## src/hdl/afs_pkg.sv

```systemverilog
`timescale 1ns / 1ps
package afs_pkg;

  localparam int unsigned MAX_FRAMES_DEF = 64;

  localparam int unsigned OP_W      = 3;
  localparam int unsigned DELAY_W   = 8;
  localparam int unsigned TARGET_W  = 6;
  localparam int unsigned FRAME_W   = 6;
  localparam int unsigned LOADED_W  = 7;
  localparam int unsigned COUNT_W   = 9;
  localparam int unsigned PASS_W    = 17;
  localparam int unsigned CFG_IDX_W = 2;
  localparam int unsigned CFG_DAT_W = 16;

  localparam logic [PASS_W-1:0] PASS_MAX = '1;

  typedef enum logic [OP_W-1:0] {
    OP_TICK   = 3'd0,
    OP_APPEND = 3'd1,
    OP_PLAY   = 3'd2,
    OP_STOP   = 3'd3,
    OP_GOTO   = 3'd4
  } op_e;

  localparam logic [CFG_IDX_W-1:0] REG_BASE_SPEED = 2'd0;
  localparam logic [CFG_IDX_W-1:0] REG_LOOP_MODE  = 2'd1;
  localparam logic [CFG_IDX_W-1:0] REG_LOOP_LIMIT = 2'd2;

  localparam logic [1:0] LOOP_RESTART  = 2'd1;
  localparam logic [1:0] LOOP_PINGPONG = 2'd2;

  typedef struct packed {
    logic [FRAME_W-1:0]  current_frame;
    logic                playing;
    logic                backward;
    logic                frame_changed;
    logic                ended;
    logic                rejected;
    logic [LOADED_W-1:0] frames_loaded;
  } result_t;

endpackage

```

## src/hdl/afs_delay_mem.sv

```systemverilog
`timescale 1ns / 1ps
module afs_delay_mem #(
  parameter int unsigned DEPTH = afs_pkg::MAX_FRAMES_DEF
) (
  input  logic                             clk_i,
  input  logic                             wr_en_i,
  input  logic [$clog2(DEPTH)-1:0]         wr_addr_i,
  input  logic [afs_pkg::DELAY_W-1:0]      wr_data_i,
  input  logic [$clog2(DEPTH)-1:0]         rd_addr_i,
  output logic [afs_pkg::DELAY_W-1:0]      rd_data_o
);
  import afs_pkg::*;

  logic [DELAY_W-1:0] mem [DEPTH];
  logic [DELAY_W-1:0] rd_data_q;

  always_ff @(posedge clk_i) begin
    if (wr_en_i) begin
      mem[wr_addr_i] <= wr_data_i;
    end
  end

  always_ff @(posedge clk_i) begin
    rd_data_q <= mem[rd_addr_i];
  end

  assign rd_data_o = rd_data_q;

endmodule

```

## src/hdl/animation_frame_sequencer.sv

```systemverilog
`timescale 1ns / 1ps
// channel  | direction | handshake                  | payload
// in       | input     | in_valid_i / in_ready_o    | operation, frame_delay, target_frame
// out      | output    | out_valid_o / out_ready_i  | current_frame .. frames_loaded
// cfg      | input     | cfg_valid_i / cfg_ready_o  | cfg_index_i, cfg_data_i
//
// one item per cycle unless in_ready_o is low; its result is captured in the output register on the beat
// a reload leaves base speed and the table read pending; the registered ram read
// lands in time for the next item, so the countdown add happens on the next tick
// reset clears all control state; the delay table holds no reset value
// in_ready_o drops only while a result waits and out_ready_i is low
module animation_frame_sequencer #(
  parameter int unsigned MAX_FRAMES = afs_pkg::MAX_FRAMES_DEF
) (
  input  logic                              clk_i,
  input  logic                              rst_ni,
  input  logic                              in_valid_i,
  output logic                              in_ready_o,
  input  logic [afs_pkg::OP_W-1:0]          operation_i,
  input  logic [afs_pkg::DELAY_W-1:0]       frame_delay_i,
  input  logic [afs_pkg::TARGET_W-1:0]      target_frame_i,
  output logic                              out_valid_o,
  input  logic                              out_ready_i,
  output logic [afs_pkg::FRAME_W-1:0]       current_frame_o,
  output logic                              playing_o,
  output logic                              backward_o,
  output logic                              frame_changed_o,
  output logic                              ended_o,
  output logic                              rejected_o,
  output logic [afs_pkg::LOADED_W-1:0]      frames_loaded_o,
  input  logic                              cfg_valid_i,
  output logic                              cfg_ready_o,
  input  logic [afs_pkg::CFG_IDX_W-1:0]     cfg_index_i,
  input  logic [afs_pkg::CFG_DAT_W-1:0]     cfg_data_i
);
  import afs_pkg::*;

  localparam int unsigned IDX_W = $clog2(MAX_FRAMES);
  localparam int unsigned TOT_W = $clog2(MAX_FRAMES + 1);

  logic [DELAY_W-1:0]   base_speed_q;
  logic [1:0]           loop_mode_q;
  logic [CFG_DAT_W-1:0] loop_limit_q;

  logic [TOT_W-1:0]   total_q, total_d;
  logic [IDX_W-1:0]   idx_q, idx_d;
  logic [COUNT_W-1:0] cnt_q, cnt_d;
  logic               pend_q, pend_d;
  logic [DELAY_W-1:0] base_cap_q, base_cap_d;
  logic               run_q, run_d;
  logic               rev_q, rev_d;
  logic [PASS_W-1:0]  passes_q, passes_d;

  logic               out_valid_q;
  result_t            out_q, out_d;

  logic               in_fire;
  logic               wr_en;
  logic [DELAY_W-1:0] rd_delay;
  logic [COUNT_W-1:0] eff_cnt;
  logic               ended, rejected, at_last, cont;
  op_e                op;

  assign cfg_ready_o = 1'b1;
  assign in_ready_o  = !out_valid_q || out_ready_i;
  assign in_fire     = in_valid_i && in_ready_o;
  assign op          = op_e'(operation_i);

  // config registers
  always_ff @(posedge clk_i or negedge rst_ni) begin
    if (!rst_ni) begin
      base_speed_q <= '0;
      loop_mode_q  <= '0;
      loop_limit_q <= '0;
    end else if (cfg_valid_i) begin
      unique case (cfg_index_i)
        REG_BASE_SPEED: base_speed_q <= cfg_data_i[DELAY_W-1:0];
        REG_LOOP_MODE:  loop_mode_q  <= cfg_data_i[1:0];
        REG_LOOP_LIMIT: loop_limit_q <= cfg_data_i;
        default: ;
      endcase
    end
  end

  afs_delay_mem #(
    .DEPTH(MAX_FRAMES)
  ) u_mem (
    .clk_i     (clk_i),
    .wr_en_i   (wr_en),
    .wr_addr_i (IDX_W'(total_q)),
    .wr_data_i (frame_delay_i),
    .rd_addr_i (idx_d),
    .rd_data_o (rd_delay)
  );

  // pending reload resolves to base speed plus the current frame's delay
  assign eff_cnt = pend_q ? (COUNT_W'(base_cap_q) + COUNT_W'(rd_delay)) : cnt_q;

  always_comb begin
    total_d    = total_q;
    idx_d      = idx_q;
    cnt_d      = cnt_q;
    pend_d     = pend_q;
    base_cap_d = base_cap_q;
    run_d      = run_q;
    rev_d      = rev_q;
    passes_d   = passes_q;
    wr_en      = 1'b0;
    ended      = 1'b0;
    rejected   = 1'b0;
    cont       = 1'b0;
    at_last    = rev_q ? (idx_q == '0) : ((TOT_W'(idx_q) + TOT_W'(1)) >= total_q);
    if (in_fire) begin
      unique case (op)
        OP_TICK: begin
          if (run_q && (total_q != '0)) begin
            if (eff_cnt != '0) begin
              cnt_d  = eff_cnt - COUNT_W'(1);
              pend_d = 1'b0;
            end else if (at_last) begin
              if (loop_mode_q == LOOP_RESTART) begin
                idx_d = '0;
                cont  = 1'b1;
              end else if (loop_mode_q == LOOP_PINGPONG) begin
                rev_d = !rev_q;
                if (total_q > TOT_W'(1)) begin
                  if (!rev_q) begin
                    if (idx_q != '0) begin
                      idx_d = idx_q - IDX_W'(1);
                    end
                  end else if ((TOT_W'(idx_q) + TOT_W'(1)) < total_q) begin
                    idx_d = idx_q + IDX_W'(1);
                  end
                end
                cont = 1'b1;
              end else begin
                run_d    = 1'b0;
                cnt_d    = '0;
                pend_d   = 1'b0;
                passes_d = '0;
                ended    = 1'b1;
              end
              if (cont) begin
                if (passes_q != PASS_MAX) begin
                  passes_d = passes_q + PASS_W'(1);
                end
                if ((loop_limit_q != '0) && (passes_d > PASS_W'(loop_limit_q))) begin
                  run_d    = 1'b0;
                  cnt_d    = '0;
                  pend_d   = 1'b0;
                  passes_d = '0;
                  ended    = 1'b1;
                end else begin
                  pend_d     = 1'b1;
                  base_cap_d = base_speed_q;
                end
              end
            end else begin
              idx_d      = rev_q ? (idx_q - IDX_W'(1)) : (idx_q + IDX_W'(1));
              pend_d     = 1'b1;
              base_cap_d = base_speed_q;
            end
          end
        end
        OP_APPEND: begin
          if (total_q < TOT_W'(MAX_FRAMES)) begin
            wr_en   = 1'b1;
            total_d = total_q + TOT_W'(1);
          end else begin
            rejected = 1'b1;
          end
        end
        OP_PLAY: begin
          if (total_q == '0) begin
            rejected = 1'b1;
          end else begin
            if (!run_q) begin
              idx_d = '0;
            end
            run_d      = 1'b1;
            pend_d     = 1'b1;
            base_cap_d = base_speed_q;
          end
        end
        OP_STOP: begin
          if (total_q == '0) begin
            rejected = 1'b1;
          end else begin
            run_d    = 1'b0;
            cnt_d    = '0;
            pend_d   = 1'b0;
            passes_d = '0;
          end
        end
        OP_GOTO: begin
          if (32'(target_frame_i) >= 32'(total_q)) begin
            rejected = 1'b1;
          end else begin
            idx_d      = IDX_W'(target_frame_i);
            pend_d     = 1'b1;
            base_cap_d = base_speed_q;
          end
        end
        default: rejected = 1'b1;
      endcase
    end
  end

  always_comb begin
    out_d.current_frame = FRAME_W'(idx_d);
    out_d.playing       = run_d;
    out_d.backward      = rev_d;
    out_d.frame_changed = (idx_d != idx_q);
    out_d.ended         = ended;
    out_d.rejected      = rejected;
    out_d.frames_loaded = LOADED_W'(total_d);
  end

  always_ff @(posedge clk_i or negedge rst_ni) begin
    if (!rst_ni) begin
      total_q     <= '0;
      idx_q       <= '0;
      cnt_q       <= '0;
      pend_q      <= 1'b0;
      base_cap_q  <= '0;
      run_q       <= 1'b0;
      rev_q       <= 1'b0;
      passes_q    <= '0;
      out_valid_q <= 1'b0;
    end else begin
      total_q    <= total_d;
      idx_q      <= idx_d;
      cnt_q      <= cnt_d;
      pend_q     <= pend_d;
      base_cap_q <= base_cap_d;
      run_q      <= run_d;
      rev_q      <= rev_d;
      passes_q   <= passes_d;
      if (in_fire) begin
        out_valid_q <= 1'b1;
      end else if (out_ready_i) begin
        out_valid_q <= 1'b0;
      end
    end
  end

  // result payload
  always_ff @(posedge clk_i) begin
    if (in_fire) begin
      out_q <= out_d;
    end
  end

  assign out_valid_o     = out_valid_q;
  assign current_frame_o = out_q.current_frame;
  assign playing_o       = out_q.playing;
  assign backward_o      = out_q.backward;
  assign frame_changed_o = out_q.frame_changed;
  assign ended_o         = out_q.ended;
  assign rejected_o      = out_q.rejected;
  assign frames_loaded_o = out_q.frames_loaded;

endmodule

```

## config.mk

```make
export PLATFORM = sky130hd
export DESIGN_NAME = animation_frame_sequencer
export DESIGN_NICKNAME = d
export VERILOG_FILES = /design/src/hdl/afs_pkg.sv /design/src/hdl/afs_delay_mem.sv /design/src/hdl/animation_frame_sequencer.sv
export SDC_FILE = /design/constraint.sdc
export NUM_CORES = 1
export LEC_CHECK = 0
export BUFFER_PORTS_ARGS = -buffer_cell sky130_fd_sc_hd__clkbuf_2
export CAP_MARGIN = 10
export CORE_MARGIN = 2
export CORE_UTILIZATION = 50
export CTS_CLUSTER_SIZE = 8
export DETAILED_ROUTE_END_ITERATION = 12
export PLACE_DENSITY = 0.76
export SLEW_MARGIN = 10
export SYNTH_ARGS = -nofsm -noshare
export SYNTH_HDL_FRONTEND = slang
export SYNTH_SLANG_ARGS = --single-unit
```

## constraint.sdc

```tcl
create_clock -name clk_i -period 5.22 [get_ports clk_i]
set_input_delay 0.261 -clock clk_i [delete_from_list [all_inputs] [get_ports clk_i]]
set_output_delay 0.261 -clock clk_i [all_outputs]
set_load 0.005 [all_outputs]
```

======== Word-level counts from Yosys, hierarchy flattened ========
Memories as Yosys holds them, arrays and structs flattened. A register that Yosys moved wholly into a read port is not among the register bits.
Cells that the tools add are included.
storage, ports and cells
  register bits after elaboration ......... 95
  output and inout port bits .............. 21
  RAM bits ................................ 512
  memories kept ........................... 1
  logic and storage cells ................. 188
operators by class
  $add $sub $neg .......................... 7
  order comparisons ....................... 6
  reductions and logical operators ........ 27
  equal/unequal tests ..................... 21
  bitwise gates (word level) .............. 3
  mux-type cells .......................... 104
memories
  memory     depth  width  read ports  clocked after memory_dff  wr ports  RTL line             text
  u_mem.mem  64     8      1           1                         1         afs_delay_mem.sv:14  logic [DELAY_W-1:0] mem [DEPTH];
operators with widths
  operator                                                            number
  17-bit 2-to-1 mux                                                   15
  6-bit 2-to-1 mux                                                    14
  9-bit 2-to-1 mux                                                    9
  8-bit 2-to-1 mux                                                    7
  1-bit 2-to-1 mux                                                    49
  17-bit case mux with 2 select lines                                 1
  8-bit case mux with 3 select lines                                  1
  7-bit 2-to-1 mux                                                    3
  6-bit case mux with 3 select lines                                  1
  9-bit case mux with 2 select lines                                  1
  17-bit by 1-bit adder with 17-bit output, second input constant     1
  17-bit by 16-bit greater-than comparator with 1-bit output          1
  17-bit inequality test, second input constant                       1
  8-bit AND reduction                                                 2
  16-bit nonzero test                                                 1
  2-bit inequality test, second input constant                        6
  5-bit inequality test, second input constant                        2
  8-bit by 8-bit adder with 9-bit output                              1
  3-bit inequality test, second input constant                        3
  9-bit nonzero test                                                  1
  9-bit by 1-bit subtractor with 9-bit output, second input constant  1
  1-bit case mux with 4 select lines                                  2
  6-bit by 1-bit adder with 7-bit output, second input constant       1
  7-bit by 1-bit adder with 7-bit output, second input constant       1
  other kinds (32)                                                    43

======== Depth between registers and ports, before layout ========
Gate-level depths: netlist (run 1).
  depth in word-level cells ............... 23
  mapped depth ............................ 22

======== By module ========
From an unflattened synthesis (run 1), not the netlist that was laid out.
unflattened totals
  cell total of the unflattened synthesis .. 1665
  area, all modules ....................... 26827.0 um^2
by module, submodules not included
  module                     seq. area each (um^2)  times used  cells each  area each (um^2)
  afs_delay_mem              15534.9                1           972         20190.6
  animation_frame_sequencer  2467.4                 1           693         6636.4

======== Worst setup path before layout (run 1) ========
No wires, ideal clock.
  path kind ............................... reg-to-reg
  start ................................... register passes_q[8]
  end ..................................... register base_cap_q[0]
  library setup time ...................... 0.125 ns
  data arrival time ....................... 4.508 ns
  setup slack ............................. 0.588 ns
  cell stages (with the launch flop) ...... 22
  cells stage by stage .................... dfrtp_1 -> nand4_1 -> nor2_1 -> nand3_1 -> nor4_1 -> ha_1 -> nor2b_1 -> nand2_1 -> o21ai_0 -> ha_1 -> nor2b_1 -> o21a_1 -> o21a_1 -> o21a_1 -> o21a_1 -> o2111ai_1 -> a21oi_1 -> o211a_1 -> o21ai_0 -> a21oi_1 -> nor3_1 -> mux2_2
between the ends
  cells in the longest elaborated chain, start to end .. 13
  elaborated cells between the ends (all ways) .. 15
  classes of those cells .................. add/sub (1); order compare (1); eq/ne (2); mux (9); reduce/logical (2)
ends and longest elaborated chain
  item                                                                              RTL line                          text
  start: declaration                                                                animation_frame_sequencer.sv:52   logic [PASS_W-1:0] passes_q, passes_d;
  start signal: assignment                                                          animation_frame_sequencer.sv:238  passes_q <= passes_d;
  branches (longest 2 deep; another with 17-bit by 1-bit adder with 17-bit output)  --
  17-bit 2-to-1 mux *                                                               animation_frame_sequencer.sv:144  if (passes_q != PASS_MAX) begin
  17-bit 2-to-1 mux *                                                               animation_frame_sequencer.sv:143  if (cont) begin
  17-bit 2-to-1 mux *                                                               animation_frame_sequencer.sv:120  end else if (at_last) begin
  17-bit 2-to-1 mux *                                                               animation_frame_sequencer.sv:117  if (eff_cnt != '0) begin
  17-bit 2-to-1 mux *                                                               animation_frame_sequencer.sv:116  if (run_q && (total_q != '0)) begin
  17-bit 2-to-1 mux *                                                               animation_frame_sequencer.sv:114  unique case (op)
  17-bit 2-to-1 mux *                                                               animation_frame_sequencer.sv:113  if (in_fire) begin
  17-bit by 16-bit greater-than comparator with 1-bit output *                      animation_frame_sequencer.sv:147  if ((loop_limit_q != '0) && (passes_d > PASS_W'(loop_limit_q))) begin
  1-bit logical AND *                                                               animation_frame_sequencer.sv:147
  3-bit inequality test (no line) *                                                 --
  8-bit AND reduction (no line) *                                                   --
  end signal: assignment                                                            animation_frame_sequencer.sv:235  base_cap_q <= base_cap_d;
  end: declaration                                                                  animation_frame_sequencer.sv:49   logic [DELAY_W-1:0] base_cap_q, base_cap_d;
Every way passes the cells marked *. The select of a mux whose other input is x is not followed.
A chain may end at the register's enable or synchronous reset.

======== Worst setup path after layout (run 1) ========
  start ................................... register idx_q[2]
  end ..................................... register u_mem.rd_data_q[1] (netlist: u_mem.rd_data_o[1]) (read register of u_mem.mem)
between the ends
  cells in the longest elaborated chain, start to end .. 12
  elaborated cells between the ends (all ways) .. 23
  classes of those cells .................. add/sub (3); order compare (2); mux (16); reduce/logical (2)
ends and longest elaborated chain
  item                                    RTL line                                                            text
  start: declaration                      animation_frame_sequencer.sv:46                                     logic [IDX_W-1:0] idx_q, idx_d;
  start signal: assignment                animation_frame_sequencer.sv:232                                    idx_q <= idx_d;
  6-bit by 1-bit adder with 7-bit output  animation_frame_sequencer.sv:112, animation_frame_sequencer.sv:131
  7-bit less-than comparator              animation_frame_sequencer.sv:131                                    end else if ((TOT_W'(idx_q) + TOT_W'(1)) < total_q) begin
  6-bit 2-to-1 mux                        animation_frame_sequencer.sv:131
  6-bit 2-to-1 mux                        animation_frame_sequencer.sv:127                                    if (!rev_q) begin
  6-bit 2-to-1 mux                        animation_frame_sequencer.sv:126                                    if (total_q > TOT_W'(1)) begin
  6-bit 2-to-1 mux                        animation_frame_sequencer.sv:124                                    end else if (loop_mode_q == LOOP_PINGPONG) begin
  6-bit 2-to-1 mux                        animation_frame_sequencer.sv:121                                    if (loop_mode_q == LOOP_RESTART) begin
  6-bit 2-to-1 mux                        animation_frame_sequencer.sv:120
  6-bit 2-to-1 mux                        animation_frame_sequencer.sv:117
  6-bit 2-to-1 mux                        animation_frame_sequencer.sv:116
  6-bit case mux with 3 select lines      animation_frame_sequencer.sv:114
  6-bit 2-to-1 mux *                      animation_frame_sequencer.sv:113
  end: declaration                        afs_delay_mem.sv:15                                                 logic [DELAY_W-1:0] rd_data_q;
Every way passes the cells marked *; elsewhere a longest branch is shown, timed or not.

==> flow_summary_export.csv, run 1 <==
group,metric,value,unit
timing,finalSetupViolations,0,
job,maxCapViolCount,0,
power,p_sw,0.00332,W
routing,wl_per_cell,23.6,um
synthesis,async_flop_share,0.125,
synthesis,netlist_area,27500,sq um
critical_path,path_buf_inv,3,
synthesis,synth_seq_cells,615,
clock_tree,cts_sinks,615,
clock_tree,clkTransAtPathRegs,0.05,ns
routing,routed_wirelength,73.1,mm
power,power.density,396,nW/um^2
synthesis,yosys.area.top_type,"edfxtp_1",
critical_path,critPathKind,"reg2reg",
timing,finalClockSkew,0.0223,ns
cells_and_area,area_growth,15.7,%
critical_path,worst-path-max-fanout,14,
routing,drcViolationCount,0,
die,dieArea,56900,sq um
synthesis,synth_area_leaders,"edfxtp_1, dfrtp_1, nand2_1, nand3_1, mux2i_1",
timing,relSlewSlack,0.186,
routing,via_count,19433,
timing,hold_viol,0,
power,seqPwrFrac,0.447,
power,switching_share,0.263,
die,dieWidth,238,um
timing,finalCritPeriodShare,0.982,
synthesis,yosys_warnings,0,
placement,dp_hpwl,45.3,mm
clock_tree,h-tree-depth,3,
cells_and_area,nets,2449,
synthesis,seq_area_frac_synth,0.655,
timing,hold_ws,0.0368,ns
run_status,outcome,"finished clean",
critical_path,crit_chain,"buf_4, nand3_1, xnor2_2, ha_1, a211oi_2, o21bai_2, o31a_1, o211ai_1, nand4_1, buf_4, a211o_1, o221ai_1, a21oi_1, a2111oi_0, a2111oi_0, buf_4, nand4_1",
clock_tree,clk_latency,0.64,ns
timing,worstMarginPinSlew,1.22,ns
global_route,grt_max_degree,91,
critical_path,critPathLaunchType,"flip-flop",
timing,maxSlewViolCount,0,
cells_and_area,drive_gt1_frac,0.151,
synthesis,synthCells,2218,
routing,antenna_left,0,
power,leakage,11.6,nW
die,num_rows,85,
timing,period_minus_slack,5.13,ns
global_route,grt_util_all_layers,0.255,
synthesis,avgSynthCellArea,12.4,sq um
critical_path,worst_path_most_repeated_cell,"buf_4",
placement,io_buffers,59,
timing,fmax,195,MHz
synthesis,synth.distinct_cells,89,
critical_path,cp_slowest_cell,"a2111oi_0",
critical_path,cp_top_family,"compound AO/OA/AOI/OAI gates",
synthesis,netlist.area_leader.share,0.579,
synthesis,yosysMostFrequentCell,"edfxtp_1",
cells_and_area,diodes,0,
synthesis,synthFlopType,"edfxtp_1",
power,peakVddDrop,267,uV
power,p_comb_frac,0.146,
global_route,antenna_found_initial,2,
global_route,grt_pass1_vias,19148,
clock_tree,cts_buffer_depth,3,
routing,drtIter0Drc,2538,
global_route,grt_pass1_wl,110,mm
routing,dr.pass1.iters,6,
die,initial_utilization,0.508,
clock_tree,numCtsBuffers,87,
cells_and_area,fin_area,31800,sq um
synthesis,syn-num-nets,2306,
die,core,54100,sq um
placement,gp_congestion,0.934,
hold_path,hold_class,"in2reg",
global_route,grt_overflow,0,
synthesis,synth_common_cells,"edfxtp_1, nand2_1, nand3_1",
critical_path,arrival,5.68,ns
critical_path,cp_data_required_time,5.78,ns
critical_path,max_stage_delay,0.92,ns
placement,place_area,28800,sq um
routing,vias_per_cell,6.28,
power,internal_power,0.00928,W
cells_and_area,post-route-util,0.588,
die,io_pins,61,
synthesis,synth_edf_count,530,
clock_tree,tritoncts,"yes",
critical_path,setup.worst_path.end_class,"flip-flop",
power,p_clk_frac,0.406,
die,die_h,238,um
timing,rsz0062_at_grt,"true",
clock_tree,cts-root-buf,"clkbuf_16",
layout by cell type (no fill, tap or decap), types with 8 or more instances in the layout:
master	instances
nand2_1	406
o22ai_1	16
o21ai_0	49
mux2_2	37
o211ai_1	23
dfrtp_1	75
dfxtp_1	8
ha_1	47
a21oi_1	51
nand2b_1	9
and2_1	14
a22oi_1	9
o2111ai_1	9
clkbuf_16	90
nand4_1	63
edfxtp_1	530
and3_1	37
inv_1	56
or3_1	9
a22o_1	16
nor4_1	14
and4_1	8
nand3_1	188
nor3_1	15
dlygate4sd3_1	19
buf_4	83
a32o_1	12
clkbuf_1	29
a2111oi_0	14
a21o_1	14
o31ai_1	8
mux2i_1	75
a211oi_2	9
a31oi_1	11
clkbuf_2	58
xnor2_1	12
nor2_1	106
nor2b_1	8
logic make-up (layout without fill, tap and decap cells):
group	after synthesis	after routing	synth area share
compound gates	331	331	0.0890
simple gates	912	912	0.156
xor+xnor	19	19	0.00605
flops	615	615	0.655
other cells	1	1	0.000136
mux	113	113	0.0428
buf+inv	179	359	0.0292
fa+ha+maj	48	48	0.0221
final cells by class:
type                    instances  area (sq um)
clock inverters                 9           150
fillers                      4138         22300
multi-input cells            1424          8910
clock buffers                 117          2310
well taps                     696           871
repair buffers                169          1310
inverters                      64           259
flip-flops and latches        615         18000
sequential cells by signal, summed over array words and instances (netlist names):
name             cells
cnt_q                9
playing_o            1
frame_changed_o      1
u_mem.rd_data_o      8
rejected_o           1
passes_q            17
current_frame_o      6
total_q              7
u_mem.mem          512
base_speed_q         8
rev_q                1
base_cap_q           8
pend_q               1
ended_o              1
loop_limit_q        16
idx_q                6
frames_loaded_o      7
run_q                1
out_valid_o          1
loop_mode_q          2
backward_o           1
through the flow:
step	std cells	total power, W	TNS, ns	worst slack, ns
3_5_place_dp	2942	0.00745	-0.854	-0.212
5_1_grt	3094	0.0130	-0.104	-0.0340
3_3_place_gp	2942	0.00741	-0.106	-0.0557
2_1_floorplan	2218	0.00679	0	0.588
4_1_cts	3089	0.0126	0	0.00127
6_report	3094	0.0126	0	0.0946
final timing paths:
kind	from	endpoint	slack, ns	cells past startpoint
setup reg to reg	idx_q[2]	u_mem.rd_data_o[1]	0.09	17
hold reg to reg	cnt_q[1]	cnt_q[1]	0.49	2
max in group asynchronous	rst_ni	idx_q[0]	4.18	2
setup / recovery	idx_q[2]	u_mem.rd_data_o[1]	0.09	17
min in group asynchronous	rst_ni	rev_q	0.33	2
hold / removal	cfg_valid_i	loop_mode_q[1]	0.04	3
timing repair:
| item | 4_1_cts | 5_1_grt |
|---|---|---|
| endpoints found under the setup margin | 7 | 16 |
| pin swaps | 0 | 10 |
| hold endpoints to repair | 104 | 0 |
| cloned | 1 | 1 |
| gates resized for setup | 17 | 35 |
| hold buffers | 19 | 0 |
| setup buffers | 1 | 4 |
worst reg2reg max path: cells and delay by family, from the launching register on:
kind,cells,cell delay [ns]
fa+ha+maj,1,0.31
buf+inv,3,0.64
flops,1,0.36
simple gates,3,0.58
xor+xnor,1,0.17
compound gates,9,2.99
power groups by stage:
stage	Combinational (W)	Clock (W)	Sequential (W)
2_1_floorplan	0.00113	0	0.00566
3_5_place_dp	0.00173	0	0.00572
6_report	0.00184	0.00512	0.00563
3_3_place_gp	0.00170	0	0.00572
4_1_cts	0.00178	0.00515	0.00563
5_1_grt	0.00200	0.00534	0.00565
per-layer routing:
metal  vias up  wire, um  GRT usage
li1       8624         -          -
met1      9471     28400      0.335
met2      1123     34600      0.411
met3       213      7170     0.0558
met4         2      2900      0.105
met5         -        14          0
(Power assumes the default switching activity.)
==> inputs of run 2 (changes only) <==
--- a/config.mk
+++ b/config.mk
@@ -7,11 +7,13 @@
 export LEC_CHECK = 0
 export BUFFER_PORTS_ARGS = -buffer_cell sky130_fd_sc_hd__clkbuf_2
 export CAP_MARGIN = 10
+export CELL_PAD_IN_SITES_DETAIL_PLACEMENT = 1
+export CELL_PAD_IN_SITES_GLOBAL_PLACEMENT = 2
 export CORE_MARGIN = 2
-export CORE_UTILIZATION = 50
+export CORE_UTILIZATION = 44
 export CTS_CLUSTER_SIZE = 8
 export DETAILED_ROUTE_END_ITERATION = 12
-export PLACE_DENSITY = 0.76
+export PLACE_DENSITY = 0.89
 export SLEW_MARGIN = 10
 export SYNTH_ARGS = -nofsm -noshare
 export SYNTH_HDL_FRONTEND = slang
==> run 2 against run 1 <==
Flip-flop and latch count stayed put; cell area is 1.3% higher; power grew 1.1%; core utilization decreased by 6.5 points.
==> flow_summary_export.csv, run 2 (synthesized netlist as in run 1, its figures left out) <==
group,metric,value,unit
timing,period_minus_slack,5.02,ns
critical_path,regToRegSetupSlack,0.20,ns
die,dieArea,64500,sq um
cells_and_area,area_growth,17.3,%
die,io_pins,61,
placement,place_area,29300,sq um
routing,vias_per_cell,6.00,
routing,dr.pass1.iters,5,
cells_and_area,post-route-util,0.522,
power,design_power_total,0.0127,W
critical_path,max_stage_delay,0.56,ns
global_route,grt_pass1_wl,129,mm
power,switching_share,0.267,
cells_and_area,nets,2473,
global_route,grt_pass1_vias,20655,
cells_and_area,most-common-layout-cells,"edfxtp_1, nand2_1, nand3_1",
routing,drtIter0Drc,1793,
clock_tree,cts_buffer_depth,3,
clock_tree,cts-root-buf,"clkbuf_16",
clock_tree,clkTransAtPathRegs,0.05,ns
hold_path,hold_class,"in2async",
placement,dp_hpwl,54.2,mm
clock_tree,numCtsBuffers,87,
critical_path,path_buf_inv,4,
routing,routed_wirelength,84.1,mm
critical_path,cp_slowest_cell,"or4b_4",
cells_and_area,final_common_cell,"edfxtp_1",
critical_path,cp.depth,17,
clock_tree,tritoncts,"yes",
die,core,61700,sq um
critical_path,cp_top_family,"simple AND/OR/NAND/NOR gates",
timing,finalCritPeriodShare,0.962,
power,power.density,395,nW/um^2
routing,wl_per_cell,25.8,um
timing,final.setup.tns,0,ns
power,p_comb_frac,0.147,
timing,finalClockSkew,0.0314,ns
cells_and_area,largest_reg_flops,512,
die,die_h,254,um
die,num_rows,91,
timing,worstMarginPinSlew,1.03,ns
power,internal_power,0.00933,W
critical_path,setup.worst_path.end_class,"flip-flop",
clock_tree,cts_sinks,615,
global_route,grt_overflow,0,
clock_tree,clk_latency,0.65,ns
cells_and_area,largest-register,"u_mem.mem",
power,p_clk_frac,0.409,
critical_path,crit_chain,"ha_1, inv_1, fa_1, nor2b_1, o31ai_1, xnor2_1, o31a_1, or4b_4, o311a_1, a211oi_4, inv_2, buf_4, nor4_4, and3_1, a211oi_2, buf_4, nand4_1",
power,seqPwrFrac,0.444,
cells_and_area,drive_gt1_frac,0.156,
critical_path,critPathLaunchType,"flip-flop",
timing,finalSetupViolations,0,
global_route,antenna_found_initial,1,
critical_path,worst_path_most_repeated_cell,"buf_4",
routing,drcViolationCount,0,
global_route,grt_util_all_layers,0.265,
power,leakage,11.8,nW
run_status,outcome,"finished clean",
die,dieWidth,254,um
critical_path,arrival,5.57,ns
power,peakVddDrop,249,uV
critical_path,worst-path-max-fanout,8,
critical_path,critPathKind,"reg2reg",
cells_and_area,fin_area,32200,sq um
timing,maxSlewViolCount,0,
critical_path,cp_data_required_time,5.77,ns
cells_and_area,top_regs,"u_mem.mem x512, passes_q x17, loop_limit_q x16",
routing,antenna_left,0,
critical_path,r2r_end,"u_mem.rd_data_o[0]",
placement,gp_congestion,0.900,
job,maxCapViolCount,0,
die,initial_utilization,0.445,
timing,relSlewSlack,0.308,
timing,fmax,199,MHz
power,p_sw,0.00340,W
timing,hold_viol,0,
critical_path,worst_r2r_path_depth,17,
placement,io_buffers,59,
clock_tree,h-tree-depth,3,
global_route,grt_max_degree,112,
cells_and_area,nFillCells,6312,
critical_path,r2r-start,"base_cap_q[0]",
routing,via_count,19581,
run 2: worst max-delay path by stage:
stage | start | endpoint | slack, ns
6_report | base_cap_q[0] | u_mem.rd_data_o[0] | 0.20
5_1_grt | base_cap_q[0] | u_mem.rd_data_o[0] | -0.03
4_1_cts | base_cap_q[0] | u_mem.rd_data_o[4] | 0.02
3_5_place_dp | idx_q[1] | u_mem.rd_data_o[1] | -0.29
3_3_place_gp | idx_q[1] | u_mem.rd_data_o[2] | -0.17
2_1_floorplan | passes_q[8] | base_cap_q[0] | 0.59
run 2: cell type report:
cell class	instances	area, sq um	area share
Timing Repair Buffer	192	1560	0.0484
Sequential cell	615	18000	0.558
Inverter	64	250	0.00776
Clock buffer	124	2360	0.0732
Antenna cell	1	2.50	0.0000776
Clock inverter	7	143	0.00442
Multi-Input combinational cell	1425	8870	0.275
Tap cell	837	1050	0.0325
run 2: routing by layer:
metal / up-vias / share of wire / GRT usage
met1: 10036 / 0.42 / 0.352
met4: 0 / 0.030 / 0.0876
met2: 719 / 0.49 / 0.443
met3: 147 / 0.060 / 0.0422
met5: - / 0 / 0
li1: 8679 / - / -
run 2: power by group through the flow:
stage / Sequential [W] / Clock [W] / Combinational (W)
after global placement: 0.00573 / 0 / 0.00168
after global routing: 0.00566 / 0.00547 / 0.00204
after floorplan: 0.00566 / 0 / 0.00113
after detailed placement: 0.00574 / 0 / 0.00175
final: 0.00565 / 0.00521 / 0.00187
after CTS: 0.00565 / 0.00528 / 0.00181
run 2: what timing repair did:
item,in CTS,in global routing
endpoints found under the hold margin,38,0
buffers inserted,1,3
cloned,2,1
endpoints found under the setup margin,8,17
pin swaps,1,2
hold buffers,19,0
resized for setup,18,26
run 2: metrics by stage:
| step | setup WS, ns | instances | hold slack, ns |
|---|---|---|---|
| floorplan | 0.588 | 2218 | -0.0346 |
| global placement | -0.172 | 3107 | 0.126 |
| detailed placement | -0.292 | 3107 | 0.130 |
| CTS | 0.0192 | 3260 | 0.00717 |
| global route | -0.0341 | 3264 | 0.0195 |
| finish | 0.197 | 3265 | 0.0241 |
==> inputs of run 3 (changes only) <==
--- a/config.mk
+++ b/config.mk
@@ -9,11 +9,13 @@
 export CAP_MARGIN = 10
 export CELL_PAD_IN_SITES_DETAIL_PLACEMENT = 1
 export CELL_PAD_IN_SITES_GLOBAL_PLACEMENT = 2
+export CORE_ASPECT_RATIO = 0.5
 export CORE_MARGIN = 2
-export CORE_UTILIZATION = 44
+export CORE_UTILIZATION = 46
+export CTS_BUF_LIST = sky130_fd_sc_hd__clkbuf_8
 export CTS_CLUSTER_SIZE = 8
 export DETAILED_ROUTE_END_ITERATION = 12
-export PLACE_DENSITY = 0.89
+export PLACE_DENSITY = 0.92
 export SLEW_MARGIN = 10
 export SYNTH_ARGS = -nofsm -noshare
 export SYNTH_HDL_FRONTEND = slang
==> run 3 against run 2 <==
Combinational power increased by 2%; clock-buffer cell count is 30 lower; sequential power hardly changed; clock skew grew 0.010 ns; routed wire length decreased by 0.58%; flip-flop and latch count unchanged; via count grew 0.64%; final cell count is 0.92% lower; critical path type unchanged; critical endpoint is now u_mem.rd_data_o[1]; largest cell class unchanged.
==> flow_summary_export.csv, run 3 (synthesized netlist as in run 1, its figures left out) <==
group,metric,value,unit
global_route,grt.met3_usage,0.0609,
critical_path,worst-path-max-fanout,39,
routing,antenna_left,0,
power,leakage,11.6,nW
critical_path,r2r_end,"u_mem.rd_data_o[1]",
cells_and_area,nets,2487,
cells_and_area,nFillCells,6060,
hold_path,min_path_cells,2,
clock_tree,clkTransAtPathRegs,0.07,ns
timing,maxSlewViolCount,0,
cells_and_area,most-common-layout-cells,"edfxtp_1, nand2_1, nand3_1",
timing,fmax,194,MHz
timing,worst_slack,0.0684,ns
critical_path,arrival,5.63,ns
cells_and_area,largest_reg_flops,512,
cells_and_area,layout.cells.non_filler,3235,
routing,routed_wirelength,83.6,mm
die,initial_utilization,0.465,
cells_and_area,multiInputGateArea,8910,sq um
die,io_pins,61,
critical_path,crit_chain,"ha_2, nand3_2, xnor2_1, ha_1, a211oi_2, o21ba_2, o211a_1, nor2_1, a2111oi_2, buf_4, or4b_1, and2_4, nand2_4, inv_4, buf_12, buf_12, a21oi_1, a22oi_2, a2111oi_4, buf_4, nand4_1",
cells_and_area,final_common_cell,"edfxtp_1",
cells_and_area,ff_latch_area,18000,sq um
cells_and_area,post-route-util,0.529,
critical_path,critPathLaunchType,"flip-flop",
job,maxCapViolCount,0,
cells_and_area,top_regs,"u_mem.mem x512, passes_q x17, loop_limit_q x16",
hold_path,hold_start,"operation_i[2]",
routing,wl_per_cell,25.8,um
timing,hold_ws,0.0709,ns
clock_tree,tritoncts,"yes",
die,die_h,177,um
cells_and_area,drive_gt1_frac,0.162,
routing,drcViolationCount,0,
timing,finalCritPeriodShare,0.987,
critical_path,setup.worst_path.end_class,"flip-flop",
global_route,use_met2,0.443,
timing,hold_viol,0,
critical_path,r2r-start,"idx_q[1]",
timing,finalClockSkew,0.0418,ns
routing,vias_per_cell,6.09,
die,dieWidth,350,um
hold_path,min_to,"rejected_o",
placement,gp_congestion,0.906,
placement,dpl.cell_count,3061,
hold_path,hold_class,"in2reg",
timing,worstMarginPinSlew,1.02,ns
placement,io_buffers,59,
global_route,antenna_found_initial,1,
routing,via_count,19706,
global_route,grt_pass1_wl,127,mm
critical_path,cp_data_required_time,5.70,ns
placement,pre_cts_ws,-0.109,ns
critical_path,cp_slowest_cell,"or4b_1",
global_route,grt_pass1_vias,20743,
global_route,grt_util_all_layers,0.272,
clock_tree,cts_sinks,615,
power,power.density,356,nW/um^2
clock_tree,numCtsBuffers,91,
global_route,gr-usage-met1,0.362,
critical_path,worst_r2r_path_depth,21,
critical_path,regToRegSetupSlack,0.07,ns
global_route,grt_max_degree,125,
global_route,busiest_layer,"met2",
clock_tree,h-tree-depth,3,
die,dieArea,61800,sq um
routing,dr.pass1.iters,5,
die,core,59100,sq um
cells_and_area,largest-register,"u_mem.mem",
routing,drtIter0Drc,1846,
die,num_rows,63,
power,peakVddDrop,179,uV
global_route,grt_overflow,0,
timing,period_minus_slack,5.15,ns
cells_and_area,area_growth,13.8,%
timing,rsz0062_at_grt,"true",
timing,finalSetupViolations,0,
critical_path,max_stage_delay,0.46,ns
run_status,outcome,"finished clean",
clock_tree,clk_latency,0.71,ns
placement,dp_hpwl,53.4,mm
critical_path,critPathKind,"reg2reg",
clock_tree,cts_buffer_depth,3,
clock_tree,cts-root-buf,"clkbuf_8",
timing,relSlewSlack,0.318,
## run 3: worst max-delay path by stage
stage / start / endpoint / slack, ns / cells past startpoint
6_report: idx_q[1] / u_mem.rd_data_o[1] / 0.07 / 21
5_1_grt: idx_q[1] / u_mem.rd_data_o[1] / -0.13 / 21
4_1_cts: idx_q[1] / u_mem.rd_data_o[1] / 0.008 / 21
3_5_place_dp: idx_q[1] / u_mem.rd_data_o[2] / -0.11 / 21
3_3_place_gp: idx_q[0] / u_mem.rd_data_o[2] / -0.1 / 20
2_1_floorplan: passes_q[8] / base_cap_q[0] / 0.59 / 21
## run 3: worst max-delay path, delay by kind of cell (launching register included)
| kind | cells | cell delay (ns) |
|---|---|---|
| AOI/OAI and AO/OA | 7 | 1.89 |
| xor gates and xnor gates | 1 | 0.15 |
| adders and majority gates | 2 | 0.54 |
| buffers and inverters | 5 | 0.78 |
| DFF | 1 | 0.39 |
| and+or+nand+nor | 6 | 1.13 |
## run 3: repair_timing
item / in CTS / in global routing
pin swaps: 0 / 8
hold endpoints to repair: 40 / 0
gates resized for setup: 8 / 46
hold buffers: 23 / 0
endpoints found under the setup margin: 3 / 17
setup buffers: 0 / 3
## run 3: layout make-up
| type | count | share of cell area |
|---|---|---|
| Multi-Input combinational cell | 1424 | 0.285 |
| Tap cell | 780 | 0.0312 |
| Timing Repair Buffer | 203 | 0.0502 |
| Inverter | 64 | 0.00800 |
| Sequential cell | 615 | 0.576 |
| Clock buffer | 94 | 0.0414 |
| Clock inverter | 54 | 0.00840 |
| Antenna cell | 1 | 0.0000800 |
## run 3: routing by layer
layer | routed length, um | up-vias
met5 | 0 | -
met4 | 2650 | 0
met3 | 6930 | 187
met2 | 39500 | 856
met1 | 34500 | 9978
li1 | - | 8685
## run 3: per-stage QoR
step           cell area, sq um  setup TNS (ns)  total power (W)
2_1_floorplan             27500               0          0.00679
3_3_place_gp              29200          -0.113          0.00746
3_5_place_dp              29200          -0.200          0.00753
4_1_cts                   31000               0           0.0111
5_1_grt                   31300          -0.154           0.0115
6_report                  31300               0           0.0111
## run 3: power breakdown
group	switching [W]	internal, W	leakage (nW)
clock	0.00191	0.00167	0.960
combinational	0.00117	0.000739	4.81
sequential	0.000147	0.00549	5.79
